## config.mk

```make
export PLATFORM = sky130hd
export DESIGN_NAME = rf_sample_trimmed_mean_unit_flat
export DESIGN_NICKNAME = d
export VERILOG_FILES = /design/src/rtl/rfstm_pkg.sv /design/src/rtl/rfstm_if.sv /design/src/rtl/rfstm_sorter.sv /design/src/rtl/rfstm_seq.sv /design/src/rtl/rf_sample_trimmed_mean_unit.sv /design/src/flat_wrapper.sv
export SDC_FILE = /design/constraint.sdc
export NUM_CORES = 1
export LEC_CHECK = 0
export BUFFER_PORTS_ARGS = -buffer_cell sky130_fd_sc_hd__buf_2
export CAP_MARGIN = 20
export CELL_PAD_IN_SITES_DETAIL_PLACEMENT = 1
export CELL_PAD_IN_SITES_GLOBAL_PLACEMENT = 1
export CORE_UTILIZATION = 54
export CTS_CLUSTER_SIZE = 25
export DETAILED_ROUTE_END_ITERATION = 7
export PLACE_DENSITY_LB_ADDON = 0.1
export SLEW_MARGIN = 10
export SYNTH_ARGS = -nofsm -noshare
export SYNTH_HDL_FRONTEND = slang
export SYNTH_SLANG_ARGS = --single-unit
```

## constraint.sdc

```tcl
create_clock -name i_clk -period 8.39 [get_ports i_clk]
set_input_delay 1.2585 -clock i_clk [delete_from_list [all_inputs] [get_ports i_clk]]
set_output_delay 1.2585 -clock i_clk [all_outputs]
set_load 0.05 [all_outputs]
```

## src/rtl/rfstm_pkg.sv

```systemverilog
package rfstm_pkg;

    localparam int GROUP_SIZE = 8;
    localparam int CNT_W      = 3;
    localparam int OFF_W      = 16;
    localparam int STR_W      = 8;
    localparam int SLOT_W     = 4;

    localparam logic [CNT_W-1:0] CNT_LAST  = 3'd7;
    localparam logic [CNT_W-1:0] STEP_LAST = 3'd7;
    localparam logic [CNT_W-1:0] PASS_LAST = 3'd6;
    localparam logic [CNT_W-1:0] MID_FIRST = 3'd2;
    localparam logic [CNT_W-1:0] MID_LAST  = 3'd5;

    typedef enum logic [1:0] {
        S_IDLE,
        S_SORT,
        S_SUM,
        S_FIN
    } t_state;

    typedef enum logic [2:0] {
        SOP_HOLD,
        SOP_LOAD,
        SOP_SWAP,
        SOP_ROTATE,
        SOP_ACCUM
    } t_sort_op;

    typedef struct packed {
        t_sort_op op;
        logic     direct;
        logic     fin;
    } t_seq_ctl;

endpackage

```

## src/rtl/rfstm_if.sv

```systemverilog
interface rfstm_in_if;
    logic               valid;
    logic               ready;
    logic signed [15:0] freq_offset;
    logic signed [15:0] signal_strength;

    modport source (output valid, output freq_offset, output signal_strength, input ready);
    modport sink (input valid, input freq_offset, input signal_strength, output ready);
endinterface

interface rfstm_out_if;
    logic               valid;
    logic               ready;
    logic               group_done;
    logic signed [7:0]  strength_mean;
    logic signed [15:0] offset_mean;
    logic [3:0]         ring_slot;
    logic               data_ready;

    modport source (
        output valid, output group_done, output strength_mean, output offset_mean,
        output ring_slot, output data_ready, input ready
    );
    modport sink (
        input valid, input group_done, input strength_mean, input offset_mean,
        input ring_slot, input data_ready, output ready
    );
endinterface

```

## src/rtl/rfstm_sorter.sv

```systemverilog
module rfstm_sorter
    import rfstm_pkg::*;
#(
    parameter int W = 16
) (
    input  logic                i_clk,
    input  t_sort_op            i_op,
    input  logic signed [W-1:0] i_din,
    output logic signed [W-1:0] o_mean
);

    // The compare-exchange works on fixed positions only: the larger value is
    // carried at the head while the smaller one goes to the tail, so eight
    // steps make one bubble pass of the rotating buffer.
    logic signed [W-1:0] r_a [GROUP_SIZE];
    logic signed [W-1:0] n_a [GROUP_SIZE];
    logic signed [W+1:0] r_acc;
    logic signed [W+1:0] n_acc;
    logic                w_swap;

    assign w_swap = r_a[0] > r_a[1];

    always_comb begin
        n_acc = r_acc;
        for (int i = 0; i < GROUP_SIZE; i++) begin
            n_a[i] = r_a[i];
        end
        case (i_op)
            SOP_LOAD: begin
                for (int i = 0; i < GROUP_SIZE - 1; i++) begin
                    n_a[i] = r_a[i+1];
                end
                n_a[GROUP_SIZE-1] = i_din;
                n_acc = '0;
            end
            SOP_SWAP: begin
                for (int i = 1; i < GROUP_SIZE - 1; i++) begin
                    n_a[i] = r_a[i+1];
                end
                n_a[0]            = w_swap ? r_a[0] : r_a[1];
                n_a[GROUP_SIZE-1] = w_swap ? r_a[1] : r_a[0];
            end
            SOP_ROTATE, SOP_ACCUM: begin
                for (int i = 0; i < GROUP_SIZE - 1; i++) begin
                    n_a[i] = r_a[i+1];
                end
                n_a[GROUP_SIZE-1] = r_a[0];
                if (i_op == SOP_ACCUM) begin
                    n_acc = r_acc + {{2{r_a[0][W-1]}}, r_a[0]};
                end
            end
            default: begin
                n_acc = r_acc;
            end
        endcase
    end

    always_ff @(posedge i_clk) begin
        for (int i = 0; i < GROUP_SIZE; i++) begin
            r_a[i] <= n_a[i];
        end
        r_acc <= n_acc;
    end

    // Dropping the two low bits of the two's complement sum rounds to minus infinity.
    assign o_mean = r_acc[W+1:2];

endmodule

```

## src/rtl/rfstm_seq.sv

```systemverilog
module rfstm_seq
    import rfstm_pkg::*;
(
    input  logic     i_clk,
    input  logic     i_rst_n,
    input  logic     i_accept,
    output logic     o_idle,
    output t_seq_ctl o_ctl
);

    t_state            r_state;
    t_state            n_state;
    logic [CNT_W-1:0]  r_cnt;
    logic [CNT_W-1:0]  r_step;
    logic [CNT_W-1:0]  r_pass;

    assign o_idle = r_state == S_IDLE;

    always_comb begin
        n_state = r_state;
        case (r_state)
            S_IDLE: begin
                if (i_accept && r_cnt == CNT_LAST) begin
                    n_state = S_SORT;
                end
            end
            S_SORT: begin
                if (r_step == STEP_LAST && r_pass == PASS_LAST) begin
                    n_state = S_SUM;
                end
            end
            S_SUM: begin
                if (r_step == STEP_LAST) begin
                    n_state = S_FIN;
                end
            end
            S_FIN: begin
                n_state = S_IDLE;
            end
            default: begin
                n_state = S_IDLE;
            end
        endcase
    end

    always_comb begin
        o_ctl = '{op: SOP_HOLD, direct: 1'b0, fin: 1'b0};
        case (r_state)
            S_IDLE: begin
                o_ctl.op     = i_accept ? SOP_LOAD : SOP_HOLD;
                o_ctl.direct = i_accept && r_cnt != CNT_LAST;
            end
            S_SORT: begin
                o_ctl.op = (r_step == STEP_LAST) ? SOP_ROTATE : SOP_SWAP;
            end
            S_SUM: begin
                o_ctl.op = (r_step >= MID_FIRST && r_step <= MID_LAST) ? SOP_ACCUM
                                                                      : SOP_ROTATE;
            end
            S_FIN: begin
                o_ctl.fin = 1'b1;
            end
            default: begin
                o_ctl.op = SOP_HOLD;
            end
        endcase
    end

    always_ff @(posedge i_clk) begin
        if (!i_rst_n) begin
            r_state <= S_IDLE;
            r_cnt   <= '0;
            r_step  <= '0;
            r_pass  <= '0;
        end else begin
            r_state <= n_state;
            if (r_state == S_IDLE && i_accept) begin
                r_cnt <= r_cnt + 1'b1;
            end
            if (r_state == S_SORT || r_state == S_SUM) begin
                r_step <= r_step + 1'b1;
            end else begin
                r_step <= '0;
            end
            if (r_state == S_SORT) begin
                if (r_step == STEP_LAST) begin
                    r_pass <= r_pass + 1'b1;
                end
            end else begin
                r_pass <= '0;
            end
        end
    end

endmodule

```

## src/rtl/rf_sample_trimmed_mean_unit.sv

```systemverilog
// Interquartile mean of radio packet samples in groups of eight. Every input
// transaction gives exactly one output transaction. The first seven samples of
// a group are answered in the cycle after acceptance with group_done low and
// zero means. The eighth sample starts a sort of both channels on one shared
// compare-exchange step per channel (seven bubble passes), an accumulate of
// ranks two to five and a final state to register the result; input ready
// stays low meanwhile, so no new sample is taken while a group is processed.
// Means are floored, and the slot index wraps after RING_DEPTH groups, at
// which point data_ready sets and stays set until reset.
module rf_sample_trimmed_mean_unit
    import rfstm_pkg::*;
#(
    parameter int RING_DEPTH = 16
) (
    input  logic        i_clk,
    input  logic        i_rst_n,
    rfstm_in_if.sink    i_in,
    rfstm_out_if.source o_out
);

    localparam int GW = $clog2(RING_DEPTH);

    t_seq_ctl                   w_ctl;
    logic                       w_idle;
    logic                       w_accept;
    logic                       w_drain;
    logic                       w_wrap;
    logic signed [OFF_W-1:0]    w_off_mean;
    logic signed [STR_W-1:0]    w_str_mean;

    logic                       r_out_valid;
    logic                       r_done;
    logic signed [STR_W-1:0]    r_str_mean;
    logic signed [OFF_W-1:0]    r_off_mean;
    logic [SLOT_W-1:0]          r_slot;
    logic                       r_ready_out;
    logic [GW-1:0]              r_group;
    logic                       r_flag;

    logic signed [STR_W-1:0]    r_str_ring [RING_DEPTH];
    logic signed [OFF_W-1:0]    r_off_ring [RING_DEPTH];

    assign w_accept   = i_in.valid && i_in.ready;
    assign w_drain    = o_out.valid && o_out.ready;
    assign i_in.ready = w_idle && (!r_out_valid || o_out.ready);
    assign w_wrap     = r_group == GW'(RING_DEPTH - 1);

    rfstm_seq u_seq (
        .i_clk    (i_clk),
        .i_rst_n  (i_rst_n),
        .i_accept (w_accept),
        .o_idle   (w_idle),
        .o_ctl    (w_ctl)
    );

    rfstm_sorter #(.W(OFF_W)) u_off_sort (
        .i_clk  (i_clk),
        .i_op   (w_ctl.op),
        .i_din  (i_in.freq_offset),
        .o_mean (w_off_mean)
    );

    rfstm_sorter #(.W(STR_W)) u_str_sort (
        .i_clk  (i_clk),
        .i_op   (w_ctl.op),
        .i_din  (i_in.signal_strength[STR_W-1:0]),
        .o_mean (w_str_mean)
    );

    always_ff @(posedge i_clk) begin
        if (!i_rst_n) begin
            r_out_valid <= 1'b0;
            r_group     <= '0;
            r_flag      <= 1'b0;
        end else begin
            if (w_ctl.direct || w_ctl.fin) begin
                r_out_valid <= 1'b1;
            end else if (w_drain) begin
                r_out_valid <= 1'b0;
            end
            if (w_ctl.fin) begin
                r_group <= w_wrap ? '0 : r_group + 1'b1;
                if (w_wrap) begin
                    r_flag <= 1'b1;
                end
            end
        end
    end

    always_ff @(posedge i_clk) begin
        if (w_ctl.direct) begin
            r_done      <= 1'b0;
            r_str_mean  <= '0;
            r_off_mean  <= '0;
            r_slot      <= '0;
            r_ready_out <= r_flag;
        end else if (w_ctl.fin) begin
            r_done      <= 1'b1;
            r_str_mean  <= w_str_mean;
            r_off_mean  <= w_off_mean;
            r_slot      <= SLOT_W'(r_group);
            r_ready_out <= r_flag || w_wrap;
        end
    end

    always_ff @(posedge i_clk) begin
        if (w_ctl.fin) begin
            r_str_ring[r_group] <= w_str_mean;
            r_off_ring[r_group] <= w_off_mean;
        end
    end

    assign o_out.valid         = r_out_valid;
    assign o_out.group_done    = r_done;
    assign o_out.strength_mean = r_str_mean;
    assign o_out.offset_mean   = r_off_mean;
    assign o_out.ring_slot     = r_slot;
    assign o_out.data_ready    = r_ready_out;

`ifndef SYNTHESIS
    a_fin_loads_result: assert property (@(posedge i_clk) disable iff (!i_rst_n)
        w_ctl.fin |=> r_out_valid && r_done)
        else $error("completed group did not load the output register");

    a_flag_sticky: assert property (@(posedge i_clk) disable iff (!i_rst_n)
        !$fell(r_flag))
        else $error("data ready flag cleared without reset");

    a_group_in_range: assert property (@(posedge i_clk) disable iff (!i_rst_n)
        r_group <= GW'(RING_DEPTH - 1))
        else $error("ring index beyond ring depth");

    a_last_sample_sorts: assert property (@(posedge i_clk) disable iff (!i_rst_n)
        w_accept && !w_ctl.direct |=> !w_idle && !r_out_valid)
        else $error("group end did not start the sort");
`endif

endmodule

```

## src/flat_wrapper.sv

```systemverilog
// flat-port wrapper written by rule: the top's interface ports become plain ports
module rf_sample_trimmed_mean_unit_flat import rfstm_pkg::*;
#(
    parameter int RING_DEPTH = 16
)
  (i_clk, i_rst_n, i_in_valid, i_in_freq_offset, i_in_signal_strength, i_in_ready, o_out_valid, o_out_group_done, o_out_strength_mean, o_out_offset_mean, o_out_ring_slot, o_out_data_ready, o_out_ready);
  rfstm_in_if i_in_i ();
  rfstm_out_if o_out_i ();
  input  logic i_clk;
  input  logic i_rst_n;
  input wire logic [$bits(i_in_i.valid)-1:0] i_in_valid;
  input wire logic [$bits(i_in_i.freq_offset)-1:0] i_in_freq_offset;
  input wire logic [$bits(i_in_i.signal_strength)-1:0] i_in_signal_strength;
  output wire logic [$bits(i_in_i.ready)-1:0] i_in_ready;
  output wire logic [$bits(o_out_i.valid)-1:0] o_out_valid;
  output wire logic [$bits(o_out_i.group_done)-1:0] o_out_group_done;
  output wire logic [$bits(o_out_i.strength_mean)-1:0] o_out_strength_mean;
  output wire logic [$bits(o_out_i.offset_mean)-1:0] o_out_offset_mean;
  output wire logic [$bits(o_out_i.ring_slot)-1:0] o_out_ring_slot;
  output wire logic [$bits(o_out_i.data_ready)-1:0] o_out_data_ready;
  input wire logic [$bits(o_out_i.ready)-1:0] o_out_ready;
  assign i_in_i.valid = i_in_valid;
  assign i_in_i.freq_offset = i_in_freq_offset;
  assign i_in_i.signal_strength = i_in_signal_strength;
  assign i_in_ready = i_in_i.ready;
  assign o_out_valid = o_out_i.valid;
  assign o_out_group_done = o_out_i.group_done;
  assign o_out_strength_mean = o_out_i.strength_mean;
  assign o_out_offset_mean = o_out_i.offset_mean;
  assign o_out_ring_slot = o_out_i.ring_slot;
  assign o_out_data_ready = o_out_i.data_ready;
  assign o_out_i.ready = o_out_ready;
  rf_sample_trimmed_mean_unit #(.RING_DEPTH(RING_DEPTH)) u_core (.i_clk(i_clk), .i_rst_n(i_rst_n), .i_in(i_in_i), .o_out(o_out_i));
endmodule
```

==> summary.txt, run 1 <==
Status
  – Status: finished, final reports clean

Global routing
  – Vias in the first global route: 7078
  – Initial antenna violation count: 0
  – First-pass GRT wire length: 38100 µm
  – Grt ovf: 0
  – Gr usage total: 0.229
  – Largest net degree at the start of global routing: 102

STA
  – Hold WS: 0.410 ns
  – Worst Slack Setup Final: 4.55 ns
  – RSZ-0062 raised after global routing: no
  – Final setup vio count: 0
  – Final worst-path cycle share: 0.458
  – Worst Tran Pin Value: 0.900 ns
  – Tmin final: 3.84 ns
  – TNS Setup: 0 ns
  – Final Hold Fails: 0
  – Final Max Slew Viols: 0
  – Fmax: 0.260 GHz
  – Slew HR: 0.400
  – Skew final: 0.0147 ns

Pwr
  – Logic gate share of total power: 0.069
  – Clock share of power: 0.400
  – Sw Share: 0.221
  – Internal power: 2.28 mW
  – Power Total: 2.92 mW
  – Reg power frac: 0.531
  – Worst VDD drop: 0.203 mV
  – Pwr dens: 230 mW/mm²
  – Leakage: 4.91 nW
  – Psw: 647 µW

Logic synthesis
  – Post-Syn Area: 0.0112 mm²
  – Most common cell in the netlist: edfxtp_1
  – Post-synth EDFFs: 221
  – Top cells by count, synth: edfxtp_1, nor2_1, ha_1
  – Top_reg_cell synth: edfxtp_1
  – Syn_nets: 898
  – Post-synthesis cell count: 797
  – Ys Warns: 0
  – #FFs+latches synth: 267
  – Post-synth ARST share: 0
  – Synth area leader: edfxtp_1
  – Netlist cell types: 65
  – Yosys top cell area share: 0.593
  – Mean Syn Cell Area: 14.0 µm²
  – Top cells by area, synth: edfxtp_1, dfxtp_1, ha_1, mux2i_1, nor2_1
  – Register area share after synthesis: 0.676

Drt
  – First-pass DRT Iterations: 4
  – Avg WL per Cell: 20.2 µm
  – Via count: 6692
  – DRC violations left: 0
  – Number of vias per cell: 5.74
  – DR iter-0 viols: 352
  – WL final: 23600 µm
  – Post-route ant nets: 0

Worst setup path
  – Crit path DAT: 4.01 ns
  – Top cell by count, worst path: buf_4
  – Slowest cell on the critical path: buf_4
  – Worst path top cell family by delay: buffers and inverters
  – Reg2reg end: u_core.u_off_sort.r_a[1][23]
  – Crit Path Max Fanout: 101
  – Reg2reg setup slack: 4.63 ns
  – Worst-path cell chain: buf_2 > nand2b_1 > a32oi_1 > nor3_2 > a22oi_1 > o21ai_0 > buf_4 > inv_6 > buf_4
  – R2R depth: 9
  – Buf+Inv Stages, Crit Path: 4
  – Worst reg2reg path startpoint: u_core.u_seq.r_state[0]
  – CP endpoint kind: flop
  – CP required: 8.56 ns
  – Nature of the critical path startpoint: input port
  – Cell depth of the worst setup path: 9
  – CP max stage delay: 0.76 ns
  – Critical path type: input port to flop

Placement
  – Cell Area, Placed: 0.0119 mm²
  – DP HPWL: 15800 µm
  – DP Worst Slack: 3.94 ns
  – Post-Place Cells: 1115
  – I/O Buffers: 59
  – Gpl congestion: 0.841

Clock tree
  – Number of H-tree levels: 1
  – Hold_buf cts: 0
  – CTS clk-pin slew, worst paths: 0.06 ns
  – CTS resizes: 0
  – CTS Buffer Depth: 3
  – CTS Sinks: 267
  – Skew-Pair Late Insertion Delay: 0.54 ns
  – TritonCTS Buffers: 27
  – CTS root buf: clkbuf_16
  – CTS tree: built
  – Post-CTS setup buffer count: 0

Floorplan
  – Std cell rows: 52
  – CORE AREA: 0.0203 mm²
  – Initial core utilization: 0.551
  – Die ar.: 0.0213 mm²
  – Die width: 146 µm
  – Die Y: 146 µm
  – I/O pin cnt: 68

Layout
  – Diode count: 0
  – Final cell count without fillers: 1165
  – Fin nets: 975
  – Fin util: 0.626
  – Ratio of cells with drive above 1 in the final layout: 0.131
  – Synthesis-to-layout area growth: 13.7%
  – Post-route cell area: 0.0127 mm²

Hold path
  – Hold path endpoint: u_core.u_str_sort.r_a[0][29]
  – Hold path cells: 0
  – Worst Hold Class: flop to flop
  – Hold path start: u_core.u_str_sort.r_a[1][5]

Job
  – Max-cap violations: 0
-- power groups by stage --
stage / clock [mW] / combinational, mW / sequential, mW
6_report: 1.17 / 0.201 / 1.55
5_1_grt: 1.24 / 0.224 / 1.56
4_1_cts: 1.20 / 0.202 / 1.55
3_5_place_dp: 0 / 0.199 / 1.58
3_3_place_gp: 0 / 0.184 / 1.57
2_1_floorplan: 0 / 0.138 / 1.57
-- logic make-up (layout without fill, tap and decap cells) --
logic type,after synthesis,count (layout),synth area share
AO/OA/AOI/OAI,140,140,0.0944
XOR/XNOR,17,17,0.0133
adder cells (fa/ha/maj),65,65,0.0740
buffers and inverters,77,175,0.0265
flip-flops,267,267,0.676
multiplexers,34,34,0.0304
AND/OR/NAND/NOR,197,197,0.0858
-- worst max-delay path by stage --
stage	slack, ns	start	endpoint
final	4.55	o_out_ready	u_core.u_off_sort.r_a[1][23]
after CTS	4.53	o_out_ready	u_core.u_off_sort.r_a[0][19]
after global routing	4.38	o_out_ready	u_core.u_off_sort.r_a[1][19]
after floorplan	2.50	o_out_ready	u_core.u_off_sort.r_a[0][16]
after global placement	4.11	o_out_ready	u_core.u_off_sort.r_a[0][54]
after detailed placement	3.94	o_out_ready	u_core.u_off_sort.r_a[0][38]
-- layout make-up --
class	count	area [µm²]
clock buffers	41	758
multi-input cells	453	3360
inverters	56	215
flip-flops and latches	267	7560
repair buffers	69	378
well taps	270	338
fillers	1969	7580
clock inverters	9	106
-- flip-flops by register name, summed over array words and instances, names as in the netlist, 2 cells and up --
name	count
u_core.u_off_sort.r_acc	18
u_core.o_out.offset_mean	16
u_core.u_str_sort.r_acc	10
u_core.u_off_sort.r_a	128
u_core.u_seq.r_state	2
u_core.u_seq.r_step	3
u_core.u_str_sort.r_a	64
u_core.o_out.strength_mean	8
u_core.u_seq.r_pass	3
u_core.r_group	4
u_core.o_out.ring_slot	4
u_core.u_seq.r_cnt	3
-- cells in the final DEF (no fill, tap or decap), types with 4 or more instances in the layout --
| cell type | Yosys | final |
|---|---|---|
| nor2b_1 | 16 | 15 |
| xnor2_1 | 7 | 7 |
| nand3_1 | 10 | 10 |
| a211oi_1 | 7 | 6 |
| or3_1 | 7 | 7 |
| a21o_1 | 11 | 11 |
| o21a_1 | 8 | 8 |
| clkbuf_1 | 13 | 11 |
| and3_1 | 15 | 15 |
| nand2b_1 | 10 | 10 |
| mux2i_1 | 34 | 34 |
| edfxtp_1 | 221 | 221 |
| nand2_1 | 35 | 35 |
| o221ai_1 | 17 | 17 |
| and2_1 | 6 | 6 |
| ha_1 | 63 | 62 |
| inv_1 | 56 | 55 |
| nor3_1 | 15 | 15 |
| dfxtp_1 | 46 | 46 |
| a221o_1 | 8 | 8 |
| buf_2 | 3 | 59 |
| a21oi_1 | 20 | 20 |
| o21ai_0 | 18 | 18 |
| buf_4 | 1 | 9 |
| xor2_1 | 10 | 10 |
| clkbuf_16 | 0 | 27 |
| o31a_1 | 4 | 4 |
| o211ai_1 | 10 | 10 |
| a31oi_1 | 4 | 4 |
| clkinv_1 | 0 | 5 |
| nor2_1 | 68 | 68 |
-- per-layer routing --
layer,GRT usage,up-vias,routed length (µm)
met4,0.0721,0,621
met5,0,-,0
met1,0.308,3360,10600
met3,0.0342,47,1030
met2,0.383,139,11300
li1,-,3146,-
Power figures use the tool's default switching activity.
==> inputs of run 2 (changes only) <==
--- a/config.mk
+++ b/config.mk
@@ -9,7 +9,7 @@
 export CAP_MARGIN = 20
 export CELL_PAD_IN_SITES_DETAIL_PLACEMENT = 1
 export CELL_PAD_IN_SITES_GLOBAL_PLACEMENT = 1
-export CORE_UTILIZATION = 54
+export CORE_UTILIZATION = 46
 export CTS_CLUSTER_SIZE = 25
 export DETAILED_ROUTE_END_ITERATION = 7
 export PLACE_DENSITY_LB_ADDON = 0.1
==> constraint.sdc (replaced) <==
create_clock -name i_clk -period 3.4 [get_ports i_clk]
set_input_delay 0.51 -clock i_clk [delete_from_list [all_inputs] [get_ports i_clk]]
set_output_delay 0.51 -clock i_clk [all_outputs]
set_load 0.05 [all_outputs]
==> summary.txt, run 2 (synthesis gave the netlist of run 1 again) <==
STA
  – Fmax: 0.331 GHz
  – Skew final: 0.00864 ns
  – Final setup vio count: 0
  – Final worst-path cycle share: 0.888
  – Worst Slack Setup Final: 0.379 ns
  – TNS Setup: 0 ns
  – Final Hold Fails: 0
  – Worst Tran Pin Value: 0.930 ns
  – Slew HR: 0.379
  – Tmin final: 3.02 ns
  – RSZ-0062 raised after global routing: no
  – Final Max Slew Viols: 0

Floorplan
  – Std cell rows: 56
  – Initial core utilization: 0.472
  – Die Y: 158 µm
  – CORE AREA: 0.0237 mm²
  – I/O pin cnt: 68
  – Die width: 158 µm
  – Die ar.: 0.0249 mm²

Job
  – Max-cap violations: 0

Pwr
  – Pwr dens: 571 mW/mm²
  – Worst VDD drop: 0.309 mV
  – Leakage: 4.96 nW

Layout
  – Largest register by flop count: u_core.u_off_sort.r_a
  – Ratio of cells with drive above 1 in the final layout: 0.151
  – Diode count: 0
  – Top flop regs: u_core.u_off_sort.r_a (128), u_core.u_str_sort.r_a (64), u_core.u_off_sort.r_acc (18)
  – Synthesis-to-layout area growth: 15.5%
  – Fin nets: 981
  – Most frequent cells in the layout: edfxtp_1, nor2_1, buf_2
  – Max reg flops: 128
  – Leading cell type in the layout, fill and taps excluded: edfxtp_1
  – Fin util: 0.545

Drt
  – DRC violations left: 0
  – Via count: 6597
  – WL final: 23000 µm
  – Highest routed metal layer: met4
  – Avg WL per Cell: 18.9 µm
  – Met1 wire length: 10700 µm
  – Post-route ant nets: 0
  – First-pass DRT Iterations: 4
  – DR iter-0 viols: 349
  – Number of vias per cell: 5.42
  – Metal2 WL: 11100 µm
  – WL met3: 908 µm

Global routing
  – Vias in the first global route: 6960
  – First-pass GRT wire length: 36800 µm
  – Gr usage total: 0.192
  – Grt ovf: 0
  – Largest net degree at the start of global routing: 169
  – Initial antenna violation count: 0

Clock tree
  – Number of H-tree levels: 1
  – CTS clk-pin slew, worst paths: 0.06 ns
  – Post-CTS setup buffer count: 0
  – CTS root buf: clkbuf_16
  – TritonCTS Buffers: 29
  – Hold_buf cts: 0
  – Skew-Pair Late Insertion Delay: 0.54 ns
  – CTS resizes: 0
  – CTS Sinks: 267
  – CTS tree: built
  – CTS Buffer Depth: 3

Worst setup path
  – Worst-path cell chain: ha_1 > nand4_1 > nor4_1 > a21boi_0 > o311ai_1 > a211oi_2 > buf_4 > o221ai_1
  – CP required: 3.66 ns
  – CP max stage delay: 0.51 ns
  – Slowest cell on the critical path: edfxtp_1
  – Crit Path Max Fanout: 16
  – Crit path DAT: 3.28 ns
  – Critical path type: flop to flop
  – Nature of the critical path startpoint: flop
  – CP endpoint kind: flop
  – Buf+Inv Stages, Crit Path: 1
  – Worst path top cell family by delay: compound AO/OA/AOI/OAI gates

Placement
  – DP Worst Slack: 0.446 ns
  – Gpl congestion: 0.828
  – I/O Buffers: 59
  – DP HPWL: 15500 µm

Status
  – Status: finished, final reports clean

Hold path
  – Worst Hold Class: input port to flop
[run 2: changes by cell type in the layout (fill, tap and decap cells not counted), sizes merged]
cell,previous run,this run
bufinv,2,3
buf,69,73
clkinvlp,1,2
inv,57,56
clkbuf,41,38
clkinv,5,7
[run 2: area by class of cell]
cell class | count | area (µm²)
multi-input combinational | 453 | 3400
clock buffer | 38 | 791
timing repair buffer | 73 | 413
clock inverter | 12 | 135
tap | 319 | 399
sequential | 267 | 7560
fill | 2402 | 10800
inverter | 56 | 214
[run 2: final timing paths]
kind | startpoint | end | slack, ns | cells after the start
setup / recovery | u_core.u_off_sort.r_a[0][15] | u_core.u_off_sort.r_a[1][55] | 0.38 | 8
hold / removal | i_in_freq_offset[8] | u_core.u_off_sort.r_a[1][56] | 0.26 | 3
setup reg to reg | u_core.u_off_sort.r_a[0][15] | u_core.u_off_sort.r_a[1][55] | 0.38 | 8
hold reg to reg | u_core.u_off_sort.r_a[1][46] | u_core.u_off_sort.r_a[1][30] | 0.41 | 0
[run 2: metrics by stage]
stage / cell area, µm² / hold WS [ns] / cells / total power, mW
floorplan: 11300 / 0.400 / 797 / 4.21
global placement: 12000 / 0.401 / 1168 / 4.35
detailed placement: 12000 / 0.406 / 1168 / 4.38
CTS: 12900 / 0.237 / 1218 / 7.47
global route: 12900 / 0.249 / 1218 / 7.66
finish: 12900 / 0.256 / 1218 / 7.38
[run 2: layer usage]
metal,vias up,global-route usage
met1,3308,0.260
li1,3157,-
met2,101,0.320
met3,31,0.0296
met5,-,0
met4,0,0.0563
[run 2: worst register-to-register path, cell delays in order (launching register included)]
cell      delay [ns]
edfxtp_1        0.51
ha_1            0.36
nand4_1         0.12
nor4_1          0.44
a21boi_0        0.38
o311ai_1        0.23
a211oi_2        0.25
buf_4           0.27
o221ai_1        0.18
[run 2: power breakdown]
part,total (mW),internal (mW),leakage [nW],switching [mW]
Sequential,3.83,3.75,2.53,0.0841
Clock,3.06,1.85,0.448,1.21
Combinational,0.489,0.183,1.98,0.306
Total,7.38,5.78,4.96,1.60
